<file path="src/afr_pkg.sv">
`default_nettype none

package afr_pkg;

    // result kinds
    localparam logic [1:0] KIND_DATA   = 2'd0;
    localparam logic [1:0] KIND_DONE   = 2'd1;
    localparam logic [1:0] KIND_LENERR = 2'd2;

    // configuration register map
    localparam int         CFG_ADDR_W       = 3;
    localparam logic       CFG_IDX_MAX_LEN  = 1'b0;
    localparam logic [15:0] MAX_LEN_RESET   = 16'd260;

    // one result item
    typedef struct packed {
        logic [1:0]  result_kind;
        logic [7:0]  class_byte;
        logic [7:0]  instr_byte;
        logic [15:0] data_length;
        logic [7:0]  data_value;
        logic [15:0] data_index;
        logic [15:0] expected_len;
    } afr_result_t;

    // parser to output stage
    typedef struct packed {
        logic        fire;
        logic        has_result;
        afr_result_t result;
    } afr_step_t;

endpackage

`default_nettype wire

</file>
<file path="src/afr_if.sv">
`default_nettype none

// received byte channel
interface afr_byte_if;
    logic       valid;
    logic       ready;
    logic [7:0] rx_byte;

    modport source (output valid, output rx_byte, input ready);
    modport sink   (input valid, input rx_byte, output ready);
endinterface

// result channel
interface afr_result_if;
    logic        valid;
    logic        ready;
    logic [1:0]  result_kind;
    logic [7:0]  class_byte;
    logic [7:0]  instr_byte;
    logic [15:0] data_length;
    logic [7:0]  data_value;
    logic [15:0] data_index;
    logic [15:0] expected_len;

    modport source (output valid, output result_kind, output class_byte,
                    output instr_byte, output data_length, output data_value,
                    output data_index, output expected_len, input ready);
    modport sink   (input valid, input result_kind, input class_byte,
                    input instr_byte, input data_length, input data_value,
                    input data_index, input expected_len, output ready);
endinterface

`default_nettype wire

</file>
<file path="src/afr_cfg.sv">
`default_nettype none

module afr_cfg (
    input  wire logic                          clk,
    input  wire logic                          rst_n,
    input  wire logic                          psel,
    input  wire logic                          penable,
    input  wire logic                          pwrite,
    input  wire logic [afr_pkg::CFG_ADDR_W-1:0] paddr,
    input  wire logic [31:0]                   pwdata,
    output logic [31:0]                        prdata,
    output logic                               pready,
    output logic [15:0]                        max_len
);
    import afr_pkg::*;

    logic        wr_en;
    logic        idx_hit;
    logic [15:0] max_len_reg;

    assign pready  = 1'b1;
    assign idx_hit = (paddr[CFG_ADDR_W-1] == CFG_IDX_MAX_LEN);
    assign wr_en   = psel && penable && pwrite && idx_hit;

    // max data length register
    always_ff @(posedge clk or negedge rst_n)
    begin
        if (!rst_n)
        begin
            max_len_reg <= MAX_LEN_RESET;
        end
        else if (wr_en)
        begin
            max_len_reg <= pwdata[15:0];
        end
    end

    // read back
    always_comb
    begin
        prdata = 32'd0;
        if (idx_hit)
        begin
            prdata = {16'd0, max_len_reg};
        end
    end

    assign max_len = max_len_reg;

endmodule

`default_nettype wire

</file>
<file path="src/afr_parser.sv">
`default_nettype none

module afr_parser (
    input  wire logic              clk,
    input  wire logic              rst_n,
    input  wire logic              fire,
    input  wire logic [7:0]        rx_byte,
    input  wire logic [15:0]       max_len,
    output afr_pkg::afr_step_t     step
);
    import afr_pkg::*;

    // phase codes
    localparam logic [2:0] PH_CLASS  = 3'd0;
    localparam logic [2:0] PH_INSTR  = 3'd1;
    localparam logic [2:0] PH_LEN_LO = 3'd2;
    localparam logic [2:0] PH_LEN_HI = 3'd3;
    localparam logic [2:0] PH_DATA   = 3'd4;
    localparam logic [2:0] PH_EXP_LO = 3'd5;
    localparam logic [2:0] PH_EXP_HI = 3'd6;

    logic [2:0]  phase_reg,  phase_next;
    logic [7:0]  class_reg,  class_next;
    logic [7:0]  instr_reg,  instr_next;
    logic [15:0] length_reg, length_next;
    logic [15:0] seen_reg,   seen_next;
    logic [7:0]  exp_lo_reg, exp_lo_next;
    logic        has_result;
    logic [1:0]  kind;
    logic [7:0]  value;
    logic [15:0] index;
    logic [15:0] exp_len;

    // frame phase machine
    always_comb
    begin
        phase_next  = phase_reg;
        class_next  = class_reg;
        instr_next  = instr_reg;
        length_next = length_reg;
        seen_next   = seen_reg;
        exp_lo_next = exp_lo_reg;
        has_result  = 1'b0;
        kind        = KIND_DATA;
        value       = 8'd0;
        index       = 16'd0;
        exp_len     = 16'd0;
        unique case (phase_reg)
            PH_INSTR:
            begin
                instr_next = rx_byte;
                phase_next = PH_LEN_LO;
            end
            PH_LEN_LO:
            begin
                length_next = {8'd0, rx_byte};
                phase_next  = PH_LEN_HI;
            end
            PH_LEN_HI:
            begin
                length_next = {rx_byte, length_reg[7:0]};
                seen_next   = 16'd0;
                if (length_next > max_len)
                begin
                    // oversize frame
                    phase_next = PH_CLASS;
                    has_result = 1'b1;
                    kind       = KIND_LENERR;
                end
                else if (length_next == 16'd0)
                begin
                    phase_next = PH_EXP_LO;
                end
                else
                begin
                    phase_next = PH_DATA;
                end
            end
            PH_DATA:
            begin
                seen_next  = seen_reg + 16'd1;
                if (seen_next >= length_reg)
                begin
                    phase_next = PH_EXP_LO;
                end
                has_result = 1'b1;
                kind       = KIND_DATA;
                value      = rx_byte;
                index      = seen_reg;
            end
            PH_EXP_LO:
            begin
                exp_lo_next = rx_byte;
                phase_next  = PH_EXP_HI;
            end
            PH_EXP_HI:
            begin
                phase_next = PH_CLASS;
                has_result = 1'b1;
                kind       = KIND_DONE;
                exp_len    = {rx_byte, exp_lo_reg};
            end
            default:
            begin
                // class byte, also covers the unused code
                class_next = rx_byte;
                phase_next = PH_INSTR;
            end
        endcase
    end

    // state registers, updated per accepted byte
    always_ff @(posedge clk or negedge rst_n)
    begin
        if (!rst_n)
        begin
            phase_reg  <= PH_CLASS;
            class_reg  <= 8'd0;
            instr_reg  <= 8'd0;
            length_reg <= 16'd0;
            seen_reg   <= 16'd0;
            exp_lo_reg <= 8'd0;
        end
        else if (fire)
        begin
            phase_reg  <= phase_next;
            class_reg  <= class_next;
            instr_reg  <= instr_next;
            length_reg <= length_next;
            seen_reg   <= seen_next;
            exp_lo_reg <= exp_lo_next;
        end
    end

    // result for the output stage
    assign step.fire                = fire;
    assign step.has_result          = has_result;
    assign step.result.result_kind  = kind;
    assign step.result.class_byte   = class_next;
    assign step.result.instr_byte   = instr_next;
    assign step.result.data_length  = length_next;
    assign step.result.data_value   = value;
    assign step.result.data_index   = index;
    assign step.result.expected_len = exp_len;

endmodule

`default_nettype wire

</file>
<file path="src/afr_out_stage.sv">
`default_nettype none

module afr_out_stage (
    input  wire logic               clk,
    input  wire logic               rst_n,
    input  wire afr_pkg::afr_step_t step,
    output logic                    take,
    afr_result_if.source            out_ch
);
    import afr_pkg::*;

    logic        valid_reg;
    afr_result_t data_reg;

    // register is free when empty or being drained this cycle
    assign take = !valid_reg || out_ch.ready;

    always_ff @(posedge clk or negedge rst_n)
    begin
        if (!rst_n)
        begin
            valid_reg <= 1'b0;
        end
        else if (take)
        begin
            valid_reg <= step.fire && step.has_result;
        end
    end

    // payload holds while a transaction is stalled
    always_ff @(posedge clk)
    begin
        if (take && step.fire && step.has_result)
        begin
            data_reg <= step.result;
        end
    end

    assign out_ch.valid        = valid_reg;
    assign out_ch.result_kind  = data_reg.result_kind;
    assign out_ch.class_byte   = data_reg.class_byte;
    assign out_ch.instr_byte   = data_reg.instr_byte;
    assign out_ch.data_length  = data_reg.data_length;
    assign out_ch.data_value   = data_reg.data_value;
    assign out_ch.data_index   = data_reg.data_index;
    assign out_ch.expected_len = data_reg.expected_len;

endmodule

`default_nettype wire

</file>
<file path="src/apdu_frame_receiver_unit.sv">
`default_nettype none
// a result is registered and shown the cycle after the byte that causes it is accepted
// throughput: one byte per cycle unless the result receiver stalls; the phase machine updates on each accepted byte
// a byte is accepted while the output register is empty or being drained
// reset: asynchronous, active low; parser waits for a class byte, max length 260

module apdu_frame_receiver_unit (
    input  wire logic                           clk,
    input  wire logic                           rst_n,
    input  wire logic                           psel,
    input  wire logic                           penable,
    input  wire logic                           pwrite,
    input  wire logic [afr_pkg::CFG_ADDR_W-1:0] paddr,
    input  wire logic [31:0]                    pwdata,
    output logic [31:0]                         prdata,
    output logic                                pready,
    afr_byte_if.sink                            in_ch,
    afr_result_if.source                        out_ch
);
    import afr_pkg::*;

    logic       take;
    logic       fire;
    logic [15:0] max_len;
    afr_step_t  step;

    assign in_ch.ready = take;
    assign fire        = in_ch.valid && take;

    // configuration registers
    afr_cfg u_cfg (
        .clk     (clk),
        .rst_n   (rst_n),
        .psel    (psel),
        .penable (penable),
        .pwrite  (pwrite),
        .paddr   (paddr),
        .pwdata  (pwdata),
        .prdata  (prdata),
        .pready  (pready),
        .max_len (max_len)
    );

    // frame phase machine
    afr_parser u_parser (
        .clk     (clk),
        .rst_n   (rst_n),
        .fire    (fire),
        .rx_byte (in_ch.rx_byte),
        .max_len (max_len),
        .step    (step)
    );

    // result register
    afr_out_stage u_out (
        .clk    (clk),
        .rst_n  (rst_n),
        .step   (step),
        .take   (take),
        .out_ch (out_ch)
    );

endmodule

`default_nettype wire

</file>
<file path="src/flat_wrapper.sv">
// flat-port wrapper written by rule: the top's interface ports become plain ports
module apdu_frame_receiver_unit_flat import afr_pkg::*;
  (clk, rst_n, psel, penable, pwrite, paddr, pwdata, prdata, pready, in_ch_valid, in_ch_rx_byte, in_ch_ready, out_ch_valid, out_ch_result_kind, out_ch_class_byte, out_ch_instr_byte, out_ch_data_length, out_ch_data_value, out_ch_data_index, out_ch_expected_len, out_ch_ready);
  afr_byte_if in_ch_i ();
  afr_result_if out_ch_i ();
  input  wire logic clk;
  input  wire logic rst_n;
  input  wire logic psel;
  input  wire logic penable;
  input  wire logic pwrite;
  input  wire logic [afr_pkg::CFG_ADDR_W-1:0] paddr;
  input  wire logic [31:0] pwdata;
  output logic [31:0] prdata;
  output logic pready;
  input wire logic [$bits(in_ch_i.valid)-1:0] in_ch_valid;
  input wire logic [$bits(in_ch_i.rx_byte)-1:0] in_ch_rx_byte;
  output wire logic [$bits(in_ch_i.ready)-1:0] in_ch_ready;
  output wire logic [$bits(out_ch_i.valid)-1:0] out_ch_valid;
  output wire logic [$bits(out_ch_i.result_kind)-1:0] out_ch_result_kind;
  output wire logic [$bits(out_ch_i.class_byte)-1:0] out_ch_class_byte;
  output wire logic [$bits(out_ch_i.instr_byte)-1:0] out_ch_instr_byte;
  output wire logic [$bits(out_ch_i.data_length)-1:0] out_ch_data_length;
  output wire logic [$bits(out_ch_i.data_value)-1:0] out_ch_data_value;
  output wire logic [$bits(out_ch_i.data_index)-1:0] out_ch_data_index;
  output wire logic [$bits(out_ch_i.expected_len)-1:0] out_ch_expected_len;
  input wire logic [$bits(out_ch_i.ready)-1:0] out_ch_ready;
  assign in_ch_i.valid = in_ch_valid;
  assign in_ch_i.rx_byte = in_ch_rx_byte;
  assign in_ch_ready = in_ch_i.ready;
  assign out_ch_valid = out_ch_i.valid;
  assign out_ch_result_kind = out_ch_i.result_kind;
  assign out_ch_class_byte = out_ch_i.class_byte;
  assign out_ch_instr_byte = out_ch_i.instr_byte;
  assign out_ch_data_length = out_ch_i.data_length;
  assign out_ch_data_value = out_ch_i.data_value;
  assign out_ch_data_index = out_ch_i.data_index;
  assign out_ch_expected_len = out_ch_i.expected_len;
  assign out_ch_i.ready = out_ch_ready;
  apdu_frame_receiver_unit u_core (.clk(clk), .rst_n(rst_n), .psel(psel), .penable(penable), .pwrite(pwrite), .paddr(paddr), .pwdata(pwdata), .prdata(prdata), .pready(pready), .in_ch(in_ch_i), .out_ch(out_ch_i));
endmodule
</file>
<file path="config.mk">
export PLATFORM = sky130hd
export DESIGN_NAME = apdu_frame_receiver_unit_flat
export DESIGN_NICKNAME = d
export VERILOG_FILES = /design/src/afr_pkg.sv /design/src/afr_if.sv /design/src/afr_cfg.sv /design/src/afr_parser.sv /design/src/afr_out_stage.sv /design/src/apdu_frame_receiver_unit.sv /design/src/flat_wrapper.sv
export SDC_FILE = /design/constraint.sdc
export NUM_CORES = 1
export LEC_CHECK = 0
export ABC_AREA = 0
export BUFFER_PORTS_ARGS = -buffer_cell sky130_fd_sc_hd__buf_2
export CAP_MARGIN = 30
export CORE_AREA = 2 2 140 142
export CTS_BUF_LIST = sky130_fd_sc_hd__clkbuf_2 sky130_fd_sc_hd__clkbuf_4 sky130_fd_sc_hd__clkbuf_8
export DETAILED_ROUTE_END_ITERATION = 10
export DIE_AREA = 0 0 142 144
export GPL_TIMING_DRIVEN = 1
export SLEW_MARGIN = 0
export SYNTH_ARGS = -nofsm -noshare
export SYNTH_HDL_FRONTEND = slang
export SYNTH_SLANG_ARGS = --single-unit
</file>
<file path="constraint.sdc">
create_clock -name clk -period 7.23 [get_ports clk]
set_input_delay 0 -clock clk [delete_from_list [all_inputs] [get_ports clk]]
set_output_delay 0 -clock clk [all_outputs]
set_load 0.01 [all_outputs]
</file>
**Yosys cells after proc, flatten, opt, wreduce, memory -nomap -nowiden**

Cells that the tools add are included.

- Add/sub/neg operators: 1
- Reduce and logical (&&, ||, !) cells: 16
- Multiplexer cells: 13
- Eq/ne operators: 7
- Bitwise operators: 1
- $lt $le $gt $ge: 2

Operators with widths:

| operator | count |
|---|---|
| one-hot mux 16 bit (2 select lines) | 2 |
| one-hot mux 3 bit (6 select lines) | 1 |
| adder 16 x 1 -> 16 bit (second input constant) | 1 |
| greater-or-equal comparator 16 bit | 1 |
| greater-than comparator 16 bit | 1 |
| zero test 16 bit | 1 |
| two-way mux 16 bit | 1 |
| two-way mux 8 bit | 2 |
| == test 3 bit (second input constant) | 3 |
| logical AND 1 bit | 7 |
| == test 3 x 2 -> 1 bit (second input constant) | 2 |
| two-way mux 3 bit | 2 |
| AND reduction 2 bit | 3 |
| OR reduction 6 bit | 1 |
| one-hot mux 2 bit (2 select lines) | 1 |
| == test 3 x 1 -> 1 bit (second input constant) | 1 |
| two-way mux 1 bit | 2 |
| two-way mux 2 bit | 1 |
| inequality test 2 bit (second input constant) | 1 |
| one-hot mux 1 bit (2 select lines) | 1 |
| nonzero test 2 bit | 1 |
| OR reduction 2 bit | 1 |
| zero test 1 bit | 1 |
| logical OR 1 bit | 1 |
| inverter 1 bit | 1 |

- Input bits: 50
- Word-level logic and storage cells: 55
- Output and inout bits: 109
- Flip-flop bits (word level): 150

**Longest topological paths before layout**

Gate-level depths: netlist (run 1).

- Word-level depth: 5
- Gate-level depth with buffers: 11
- Gate-level depth less buffers: 11

**Modules after synthesis**

A second synthesis (run 1) with hierarchy kept.

- Cell total of the unflattened synthesis: 627
- Area, all modules: 7418.4 um2

By module, submodules not included:

| module | seq. area each (um2) | instances | area each (um2) | cells each |
|---|---|---|---|---|
| afr_parser | 1476.4 | 1 | 4227.8 | 477 |
| afr_out_stage | 2247.2 | 1 | 2282.2 | 79 |
| afr_cfg | 402.9 | 1 | 902.1 | 70 |
| apdu_frame_receiver_unit | 0.0 | 1 | 6.3 | 1 |

**Worst setup path before layout (run 1)**

No wires, ideal clock.

- Kind: register -> register
- Start: register u_core.u_cfg.max_len_reg[15], in the netlist u_core.u_cfg.max_len[15]
- End: register u_core.u_out.data_reg (netlist bit u_core.u_out.out_ch.class_byte[0]) (enable)
- Data required time: 6715 ps
- Path buffers: 0
- Cell stages (with the launch flop): 8
- Library setup time: 515 ps
- Data arrival time: 4824 ps
- Clock period less this slack: 5339 ps
- Setup slack: 1891 ps
- Path through: dfrtp_1 inv_1 ha_1 nand4_2 nor4_2 a21bo_1 and3_1 o21ai_1

- Longest elaborated chain between the ends: 4

RTL lines:

| what | line | text |
|---|---|---|
| start: declaration | afr_cfg.sv:19 | `logic [15:0] max_len_reg;` |
| start signal: assignment | afr_cfg.sv:34 | `max_len_reg <= pwdata[15:0];` |
| greater-than comparator 16 bit | afr_parser.sv:63 | `if (length_next > max_len)` |
| two-way mux 1 bit | afr_parser.sv:63 |  |
| one-hot mux 1 bit (2 select lines) | afr_parser.sv:48 | `unique case (phase_reg)` |
| logical AND 1 bit | afr_out_stage.sv:33 | `if (take && step.fire && step.has_result)` |
| end signal: assignment | afr_out_stage.sv:35 | `data_reg <= step.result;` |
| end: declaration | afr_out_stage.sv:13 | `afr_result_t data_reg;` |

No other way between the ends.
A chain may end at the register's enable or synchronous reset.

**Final worst setup path (run 1)**

- Start: register u_core.u_parser.phase_reg[1]
- End: register u_core.u_out.data_reg (netlist bit u_core.u_out.out_ch.data_index[4]) (enable)

- Longest elaborated chain between the ends: 4
- Elaborated cells between the ends (all ways): 6
- Classes of those cells: eq/ne (3); mux (1); reduce/logical (2)

RTL lines:

| what | line | text |
|---|---|---|
| start: declaration | afr_parser.sv:22 | `logic [2:0] phase_reg, phase_next;` |
| start signal: assignment | afr_parser.sv:126 | `phase_reg <= phase_next;` |
| == test 3 bit | afr_parser.sv:48 |  |
| OR reduction 2 bit (no line) | -- |  |
| one-hot mux 1 bit (2 select lines) (*) | afr_parser.sv:48 |  |
| logical AND 1 bit (*) | afr_out_stage.sv:33 |  |

Mark *: on every way between the ends. The rest lies on a longest branch, timed or not.

==> reports/qor.log, run 1 <==
INFO  pwr            p_sw=1000uW
INFO  worst_setup_path path_cells=nand2b_1, nor2_4, nand3_1, o21ai_4, buf_4
INFO  clocking       cts_buffers=17
INFO  timing         worst-slew-pin-transition=938ps
INFO  placed_design  hpwlAfterDp=10900um
INFO  worst_setup_path worstSetupEndpointType=flop
INFO  final_layout   finish.net_count=859
INFO  final_layout   area_delta_synth_final=18.7%
INFO  floorplan      placeableCoreArea=0.0191sqmm
INFO  clocking       cts-root-to-sink-buffers=2
INFO  clocking       cts_tree=built
INFO  placed_design  total_cell_area_at_the_placement_stage=0.00815sqmm
INFO  worst_setup_path path_delay_family=simple AND/OR/NAND/NOR gates
INFO  worst_setup_path timing.rr.end=u_core.u_out.out_ch.data_index[4]
INFO  global_route   grt_max_degree=60
INFO  yosys          yosysSeqAreaShare=55.7%
INFO  yosys          synth_enable_flop_cells=74
INFO  placed_design  gp_congestion=0.760
INFO  clocking       numClockSinks=150
INFO  clocking       cts_post_setup_buffers_inserted=0
INFO  floorplan      ioPinCount=159
INFO  drt            drcViolationCount=0
INFO  global_route   antenna_found_initial=0
INFO  drt            drt_iter0_markers=327
INFO  final_layout   postLayoutCellArea=0.00879sqmm
INFO  run_status     run_status=complete, no violations
INFO  hold_path      hp-start=in_ch_rx_byte[6]
INFO  worst_setup_path worstSetupStartpoint=u_core.u_parser.phase_reg[1]
INFO  worst_setup_path cp.buffers_inverters=1
INFO  final_layout   antenna-diode-count=0
INFO  clocking       cts.root.buffer_cell=sky130_fd_sc_hd__clkbuf_8
INFO  timing         worst_clock_skew=13.1ps
INFO  placed_design  placement.setup.worst_slack=3500ps
INFO  drt            detail_route.first_pass.iterations=4
INFO  job            drv.max_cap_violation_count=0
INFO  pwr            switching_share=34.4%
INFO  worst_setup_path critical_path.startpoint_type=flop
INFO  floorplan      start_util=38.8%
INFO  yosys          avgSynthCellArea=11.6squm
INFO  timing         final_worst_path_cycle_share=50.7%
INFO  yosys          syn-cell-area=0.00741sqmm
INFO  final_layout   finalNonFillerCells=1027
INFO  placed_design  port_buffers=123
INFO  timing         timing.fmax=0.273GHz
INFO  drt            route.vias.total=5077
INFO  worst_setup_path crit_fanout=49
INFO  worst_setup_path regToRegSetupSlack=3560ps
INFO  floorplan      chipWidth=142um
INFO  timing         setup_ws=3560ps
INFO  global_route   grt_util_all_layers=16.7%
INFO  floorplan      die_y=144um
INFO  placed_design  dp_cells=973
INFO  clocking       h-tree-depth=4
INFO  drt            drt.antenna.violating_nets=0
INFO  timing         relSlewSlack=37.2%
INFO  worst_setup_path cp_data_arrival_time=3750ps
INFO  timing         grt_setup_unrepaired=no
INFO  timing         report.final.setup_viol=0
INFO  worst_setup_path cp_required=7310ps
INFO  timing         fin_crit=3670ps
INFO  timing         hold_violations=0
INFO  pwr            max-vdd-ir-drop=0.000145V
INFO  drt            post_drt_wl_per_cell=15.9um
INFO  pwr            power.density=332mW/mm^2
INFO  pwr            power.leakage=0.00405uW
INFO  hold_path      hp-class=input port to flop
INFO  global_route   grt_first_pass_wirelength=26200um
INFO  yosys          synth-main-ff-cell=sky130_fd_sc_hd__edfxtp_1
INFO  pwr            clock_power_share=23.8%
INFO  worst_setup_path cp_slowest_stage_delay=850ps
INFO  yosys          post_synth_inst_count=638
INFO  drt            totalWireLength=16300um
INFO  final_layout   final_core_util=46.1%
INFO  hold_path      hold-path-endpoint=u_core.u_parser.exp_lo_reg[6]
INFO  yosys          synth.ff_latch_count=150
INFO  worst_setup_path slowest_stage=sky130_fd_sc_hd__dfrtp_1
INFO  pwr            p_seq_share=45.0%
INFO  yosys          synth_cell_type_count=59
INFO  global_route   globalRouteOverflowTotal=0
INFO  final_layout   drive_gt1_share=30.5%
INFO  worst_setup_path regToRegStartpoint=u_core.u_parser.phase_reg[1]
INFO  drt            route.detailed.vias_per_inst=4.94
INFO  worst_setup_path worstRegToRegCells=5
INFO  clocking       worst_skew_pair.late_latency=450ps
INFO  clocking       worst_setup_hold_path_clk_slew=80ps
INFO  worst_setup_path path_class=flop to flop
INFO  pwr            intPower=1920uW
INFO  pwr            p_comb_share=31.2%
INFO  floorplan      placement_rows=51
INFO  timing         totalNegativeSetupSlack=0ps
INFO  timing         drv_slew=0
INFO  yosys          yosys_warnings=0
INFO  yosys          asyncSetResetFlopFracSynth=50.7%
INFO  hold_path      whs_path_depth=2
INFO  global_route   via_count_of_the_first_global_routing_pass=4936
INFO  floorplan      die-area=0.0204sqmm
## worst max-delay path by stage
| stage | end | slack [ps] | cells after the start |
|---|---|---|---|
| 5_1_grt | u_core.u_out.out_ch.data_index[4] | 3250 | 5 |
| 3_5_place_dp | u_core.u_out.out_ch.data_index[4] | 3500 | 5 |
| 2_1_floorplan | u_core.u_out.out_ch.class_byte[0] | 1890 | 7 |
| 3_3_place_gp | u_core.u_out.out_ch.data_value[5] | 3560 | 5 |
| 4_1_cts | u_core.u_out.out_ch.data_index[4] | 3480 | 5 |
| 6_report | u_core.u_out.out_ch.data_index[4] | 3560 | 5 |
## layout by cell type (no fill, tap or decap), types with 3 or more instances in the layout
| cell | count |
|---|---|
| sky130_fd_sc_hd__a211oi_1 | 3 |
| sky130_fd_sc_hd__a21o_1 | 4 |
| sky130_fd_sc_hd__a21oi_1 | 11 |
| sky130_fd_sc_hd__a22o_1 | 4 |
| sky130_fd_sc_hd__a31oi_1 | 3 |
| sky130_fd_sc_hd__and2_1 | 28 |
| sky130_fd_sc_hd__and3_1 | 22 |
| sky130_fd_sc_hd__buf_2 | 122 |
| sky130_fd_sc_hd__buf_4 | 5 |
| sky130_fd_sc_hd__bufinv_16 | 3 |
| sky130_fd_sc_hd__clkbuf_8 | 19 |
| sky130_fd_sc_hd__clkinv_4 | 3 |
| sky130_fd_sc_hd__conb_1 | 17 |
| sky130_fd_sc_hd__dfrtp_1 | 74 |
| sky130_fd_sc_hd__dlygate4sd3_1 | 22 |
| sky130_fd_sc_hd__edfxtp_1 | 74 |
| sky130_fd_sc_hd__ha_1 | 33 |
| sky130_fd_sc_hd__inv_1 | 33 |
| sky130_fd_sc_hd__mux2_2 | 55 |
| sky130_fd_sc_hd__nand2_1 | 93 |
| sky130_fd_sc_hd__nand2b_1 | 3 |
| sky130_fd_sc_hd__nand3_1 | 11 |
| sky130_fd_sc_hd__nand3_2 | 5 |
| sky130_fd_sc_hd__nand4_1 | 4 |
| sky130_fd_sc_hd__nor2_1 | 27 |
| sky130_fd_sc_hd__nor2b_1 | 4 |
| sky130_fd_sc_hd__nor3_1 | 4 |
| sky130_fd_sc_hd__nor4_1 | 4 |
| sky130_fd_sc_hd__o21ai_0 | 28 |
| sky130_fd_sc_hd__o21ai_1 | 11 |
| sky130_fd_sc_hd__o31ai_1 | 6 |
| sky130_fd_sc_hd__xnor2_1 | 7 |
| sky130_fd_sc_hd__xor2_1 | 6 |
## cells by family (layout without fill, tap and decap cells)
logic type               Yosys count  after routing  synth area share, %
flip-flops                       150            150                 55.7
other                              2             17                0.101
AND/OR/NAND/NOR                  223            223                 16.1
XOR/XNOR                          14             14                 1.76
multiplexers                      56             56                 8.51
adder cells (fa/ha/maj)           33             33                 5.57
buffers and inverters             78            214                 5.42
AO/OA/AOI/OAI                     82             82                 6.92
## synth_stat cells (2+ instances only)
| library cell | count | area (sq um) |
|---|---|---|
| sky130_fd_sc_hd__nand2b_1 | 3 | 18.8 |
| sky130_fd_sc_hd__nor3_1 | 4 | 20.0 |
| sky130_fd_sc_hd__and3_1 | 22 | 138 |
| sky130_fd_sc_hd__a22o_1 | 4 | 35.0 |
| sky130_fd_sc_hd__a31oi_1 | 3 | 18.8 |
| sky130_fd_sc_hd__buf_2 | 9 | 45.0 |
| sky130_fd_sc_hd__nand2_2 | 2 | 12.5 |
| sky130_fd_sc_hd__a21o_1 | 4 | 30.0 |
| sky130_fd_sc_hd__nand4_1 | 4 | 25.0 |
| sky130_fd_sc_hd__buf_6 | 3 | 33.8 |
| sky130_fd_sc_hd__nand2_1 | 93 | 349 |
| sky130_fd_sc_hd__mux2_2 | 55 | 619 |
| sky130_fd_sc_hd__xor2_1 | 6 | 52.6 |
| sky130_fd_sc_hd__and2_1 | 28 | 175 |
| sky130_fd_sc_hd__xnor2_1 | 7 | 61.3 |
| sky130_fd_sc_hd__dfrtp_1 | 74 | 1850 |
| sky130_fd_sc_hd__ha_1 | 33 | 413 |
| sky130_fd_sc_hd__nand3_1 | 11 | 55.1 |
| sky130_fd_sc_hd__o21ai_1 | 12 | 60.1 |
| sky130_fd_sc_hd__dfstp_2 | 2 | 52.6 |
| sky130_fd_sc_hd__a21oi_1 | 11 | 55.1 |
| sky130_fd_sc_hd__inv_1 | 33 | 124 |
| sky130_fd_sc_hd__and4_1 | 2 | 17.5 |
| sky130_fd_sc_hd__conb_1 | 2 | 7.51 |
| sky130_fd_sc_hd__o21ai_0 | 28 | 140 |
| sky130_fd_sc_hd__nand3_2 | 5 | 50.1 |
| sky130_fd_sc_hd__edfxtp_1 | 74 | 2220 |
| sky130_fd_sc_hd__o211ai_1 | 2 | 15.0 |
| sky130_fd_sc_hd__clkbuf_1 | 13 | 48.8 |
| sky130_fd_sc_hd__buf_4 | 20 | 150 |
| sky130_fd_sc_hd__nor2_4 | 2 | 22.5 |
| sky130_fd_sc_hd__o31ai_1 | 6 | 45.0 |
| sky130_fd_sc_hd__nor2_1 | 27 | 101 |
| sky130_fd_sc_hd__nor4_1 | 4 | 25.0 |
| sky130_fd_sc_hd__nor2b_1 | 4 | 25.0 |
| sky130_fd_sc_hd__a211oi_1 | 3 | 22.5 |
## what timing repair did
| action | in CTS | in global routing |
|---|---|---|
| gates resized for setup | 0 | 0 |
| hold endpoints to repair | 93 | 0 |
| hold buffers | 22 | 0 |
## power by group through the flow
stage / Clock (uW) / Combinational, uW / Sequential [uW]
2_1_floorplan: 0 / 664 / 1310
3_3_place_gp: 0 / 886 / 1330
3_5_place_dp: 0 / 903 / 1330
4_1_cts: 708 / 918 / 1320
5_1_grt: 749 / 1020 / 1340
6_report: 694 / 909 / 1310
## layout make-up
| cell class | count | area, sq um |
|---|---|---|
| Inverter | 33 | 124 |
| Timing Repair Buffer | 149 | 868 |
| Sequential cell | 150 | 4130 |
| Fill cell | 1819 | 10300 |
| Tap cell | 238 | 298 |
| Clock buffer | 21 | 277 |
| Clock inverter | 11 | 150 |
| Multi-Input combinational cell | 425 | 2950 |
## routing by layer
layer	GRT usage [%]	part of all wire (%)
met5	0	0
met4	4.47	1.1
met3	4.07	4.6
met2	27.1	47
met1	22.4	47
## metrics by stage
| step | hold slack, ps | total power [uW] |
|---|---|---|
| final | 26.0 | 2920 |
| after global routing | 15.1 | 3120 |
| after CTS | 8.24 | 2940 |
| after detailed placement | -113 | 2240 |
| after global placement | -114 | 2210 |
| after floorplan | -296 | 1970 |
Note: power is estimated with default switching activity, not from simulation.
==> run 2: changes to the inputs <==
==> constraint.sdc (replaced) <==
create_clock -name clk -period 3.7 [get_ports clk]
set_input_delay 0 -clock clk [delete_from_list [all_inputs] [get_ports clk]]
set_output_delay 0 -clock clk [all_outputs]
set_load 0.01 [all_outputs]
==> run 2 against run 1 <==
Final area about the same. Sequential cell count unchanged. Clock power increased by 77%. Fmax increased by 28%. Core utilization about the same. Sequential power increased by 95%. Critical path type unchanged. Largest cell class unchanged.
==> reports/qor.log, run 2 (same netlist as run 1, synthesis figures left out) <==
INFO  worst_setup_path critical_path.startpoint_type=flop [unchanged]
INFO  worst_setup_path path_cells=ha_1, nand3_2, nor3_4, nand3_1, xnor2_1, ha_1, and3_1, o21ai_0, a211oi_1, a21oi_1, o311ai_2 [was nand2b_1, nor2_4, nand3_1, o21ai_4, buf_4]
INFO  pwr            power.leakage=0.00405uW [about the same]
INFO  clocking       numClockSinks=150 [unchanged]
INFO  timing         fin_crit=2860ps [was 3670 ps]
INFO  timing         report.final.setup_viol=0 [unchanged]
INFO  drt            drt.antenna.violating_nets=0 [unchanged]
INFO  floorplan      placeableCoreArea=0.0191sqmm [unchanged]
INFO  final_layout   postLayoutCellArea=0.00879sqmm [about the same]
INFO  drt            route.detailed.vias_per_inst=5.00 [was 4.94]
INFO  drt            detail_route.first_pass.iterations=4 [unchanged]
INFO  drt            drt_iter0_markers=266 [was 327]
INFO  worst_setup_path cp.buffers_inverters=0 [was 1]
INFO  worst_setup_path worst_path_most_repeated_cell=sky130_fd_sc_hd__ha_1
INFO  pwr            p_sw=2010uW [was 1000 uW]
INFO  drt            route.vias.total=5148 [was 5077]
INFO  final_layout   most_used_cells_in_the_layout_excluding_fill_and_tap_cells=sky130_fd_sc_hd__buf_2 (122), sky130_fd_sc_hd__nand2_1 (93), sky130_fd_sc_hd__dfrtp_1 (74), sky130_fd_sc_hd__edfxtp_1 (74), sky130_fd_sc_hd__mux2_2 (55) [unchanged]
INFO  worst_setup_path path_class=flop to flop [unchanged]
INFO  timing         worst-slew-pin-transition=929ps [was 938 ps]
INFO  clocking       cts_tree=built [unchanged]
INFO  global_route   globalRouteOverflowTotal=0 [unchanged]
INFO  drt            post_drt_wl_per_cell=16.3um [was 15.9 um]
INFO  floorplan      die_y=144um [unchanged]
INFO  clocking       worst_setup_hold_path_clk_slew=80ps [about the same]
INFO  placed_design  port_buffers=123 [unchanged]
INFO  pwr            clock_power_share=22.0% [was 23.8%]
INFO  clocking       cts.root.buffer_cell=sky130_fd_sc_hd__clkbuf_8 [unchanged]
INFO  pwr            p_comb_share=32.5% [was 31.2%]
INFO  final_layout   antenna-diode-count=0 [unchanged]
INFO  timing         hold_violations=0 [unchanged]
INFO  pwr            power.density=639mW/mm^2 [was 332 mW/mm^2]
INFO  clocking       h-tree-depth=4 [unchanged]
INFO  timing         final_worst_path_cycle_share=77.2% [was 50.7%]
INFO  final_layout   final_common_cell=sky130_fd_sc_hd__buf_2 [unchanged]
INFO  global_route   grt_util_all_layers=16.9% [was 16.7%]
INFO  floorplan      ioPinCount=159 [unchanged]
INFO  clocking       worst_skew_pair.late_latency=460ps [was 450 ps]
INFO  timing         timing.fmax=0.350GHz [was 0.273 GHz]
INFO  clocking       cts_post_setup_buffers_inserted=0 [unchanged]
INFO  worst_setup_path slowest_stage=sky130_fd_sc_hd__dfrtp_1 [unchanged]
INFO  global_route   grt_max_degree=62 [was 60]
INFO  timing         totalNegativeSetupSlack=0ps [unchanged]
INFO  worst_setup_path cp_data_arrival_time=3180ps [was 3750 ps]
INFO  clocking       cts_buffers=17 [unchanged]
INFO  floorplan      start_util=38.8% [unchanged]
INFO  worst_setup_path cp_slowest_stage_delay=490ps [was 850 ps]
INFO  placed_design  total_cell_area_at_the_placement_stage=0.00819sqmm [was 0.00815 sq mm]
INFO  global_route   grt_first_pass_wirelength=26300um [was 26200 um]
INFO  timing         relSlewSlack=38.0% [was 37.2%]
INFO  timing         drv_slew=0 [unchanged]
INFO  final_layout   area_delta_synth_final=18.6% [was 18.7%]
INFO  worst_setup_path cp_required=4020ps [was 7310 ps]
INFO  floorplan      die-area=0.0204sqmm [unchanged]
INFO  pwr            switching_share=35.8% [was 34.4%]
INFO  placed_design  gp_congestion=0.779 [was 0.760]
INFO  drt            totalWireLength=16800um [was 16300 um]
INFO  floorplan      chipWidth=142um [unchanged]
INFO  floorplan      placement_rows=51 [unchanged]
INFO  job            drv.max_cap_violation_count=0 [unchanged]
INFO  pwr            max-vdd-ir-drop=0.000257V [was 0.000145 V]
INFO  worst_setup_path worstSetupEndpointType=flop [unchanged]
INFO  final_layout   finish.net_count=861 [was 859]
INFO  timing         grt_setup_unrepaired=no [unchanged]
INFO  timing         worst_clock_skew=12.8ps [was 13.1 ps]
INFO  clocking       cts-root-to-sink-buffers=2 [unchanged]
INFO  worst_setup_path path_delay_family=simple AND/OR/NAND/NOR gates [unchanged]
INFO  placed_design  hpwlAfterDp=11700um [was 10900 um]
INFO  final_layout   drive_gt1_share=30.8% [was 30.5%]
INFO  hold_path      hp-class=input port to flop [unchanged]
INFO  worst_setup_path crit_fanout=8 [was 49]
INFO  run_status     run_status=complete, no violations [unchanged]
INFO  global_route   via_count_of_the_first_global_routing_pass=5045 [was 4936]
INFO  pwr            p_seq_share=45.5% [was 45.0%]
INFO  pwr            intPower=3610uW [was 1920 uW]
INFO  global_route   antenna_found_initial=0 [unchanged]
INFO  drt            drcViolationCount=0 [unchanged]
run 2: final timing paths:
path / slack, ps / endpoint / start / cells past startpoint
setup reg to reg: 840 / u_core.u_parser.phase_reg[0] / u_core.u_parser.seen_reg[0] / 11
setup / recovery: 840 / u_core.u_parser.phase_reg[0] / u_core.u_parser.seen_reg[0] / 11
hold / removal: 20 / u_core.u_parser.exp_lo_reg[5] / in_ch_rx_byte[5] / 2
hold reg to reg: 480 / u_core.u_parser.class_reg[4] / u_core.u_parser.class_reg[4] / 2
min in group asynchronous: 70 / u_core.u_cfg.max_len[8] / rst_n / 2
max in group asynchronous: 2540 / u_core.u_parser.length_reg[1] / rst_n / 3
run 2: power groups by stage:
stage / combinational (uW) / sequential [uW] / clock (uW)
2_1_floorplan: 1300 / 2540 / 0
3_3_place_gp: 1740 / 2570 / 0
3_5_place_dp: 1820 / 2590 / 0
4_1_cts: 1840 / 2560 / 1270
5_1_grt: 2050 / 2610 / 1360
6_report: 1820 / 2560 / 1230
run 2: routing by layer:
layer  wire [um]  GRT usage [%]
met1        7340           21.6
met2        8220           28.6
met3         837           3.21
met4         366           6.74
met5           0              0
run 2: repair_timing:
action	CTS	global route
resized for setup	0	0
hold buffers	21	0
hold endpoints to repair	95	0
run 2: final cells by class:
class | count | area (sq um)
Sequential cell | 150 | 4130
Multi-Input combinational cell | 425 | 2950
Tap cell | 238 | 298
Inverter | 33 | 124
Timing Repair Buffer | 151 | 901
Clock inverter | 13 | 138
Clock buffer | 19 | 249
Fill cell | 1756 | 10300
run 2: per-stage QoR:
step	utilization, %	setup WS, ps	total power, uW	hold slack (ps)	cells
3_3_place_gp	42.8	927	4310	223	975
4_1_cts	46.1	839	5680	5.00	1029
6_report	46.1	843	5620	22.2	1029
5_1_grt	46.1	583	6010	12.1	1029
2_1_floorplan	-	486	3840	-296	653
3_5_place_dp	42.9	882	4410	-110	976
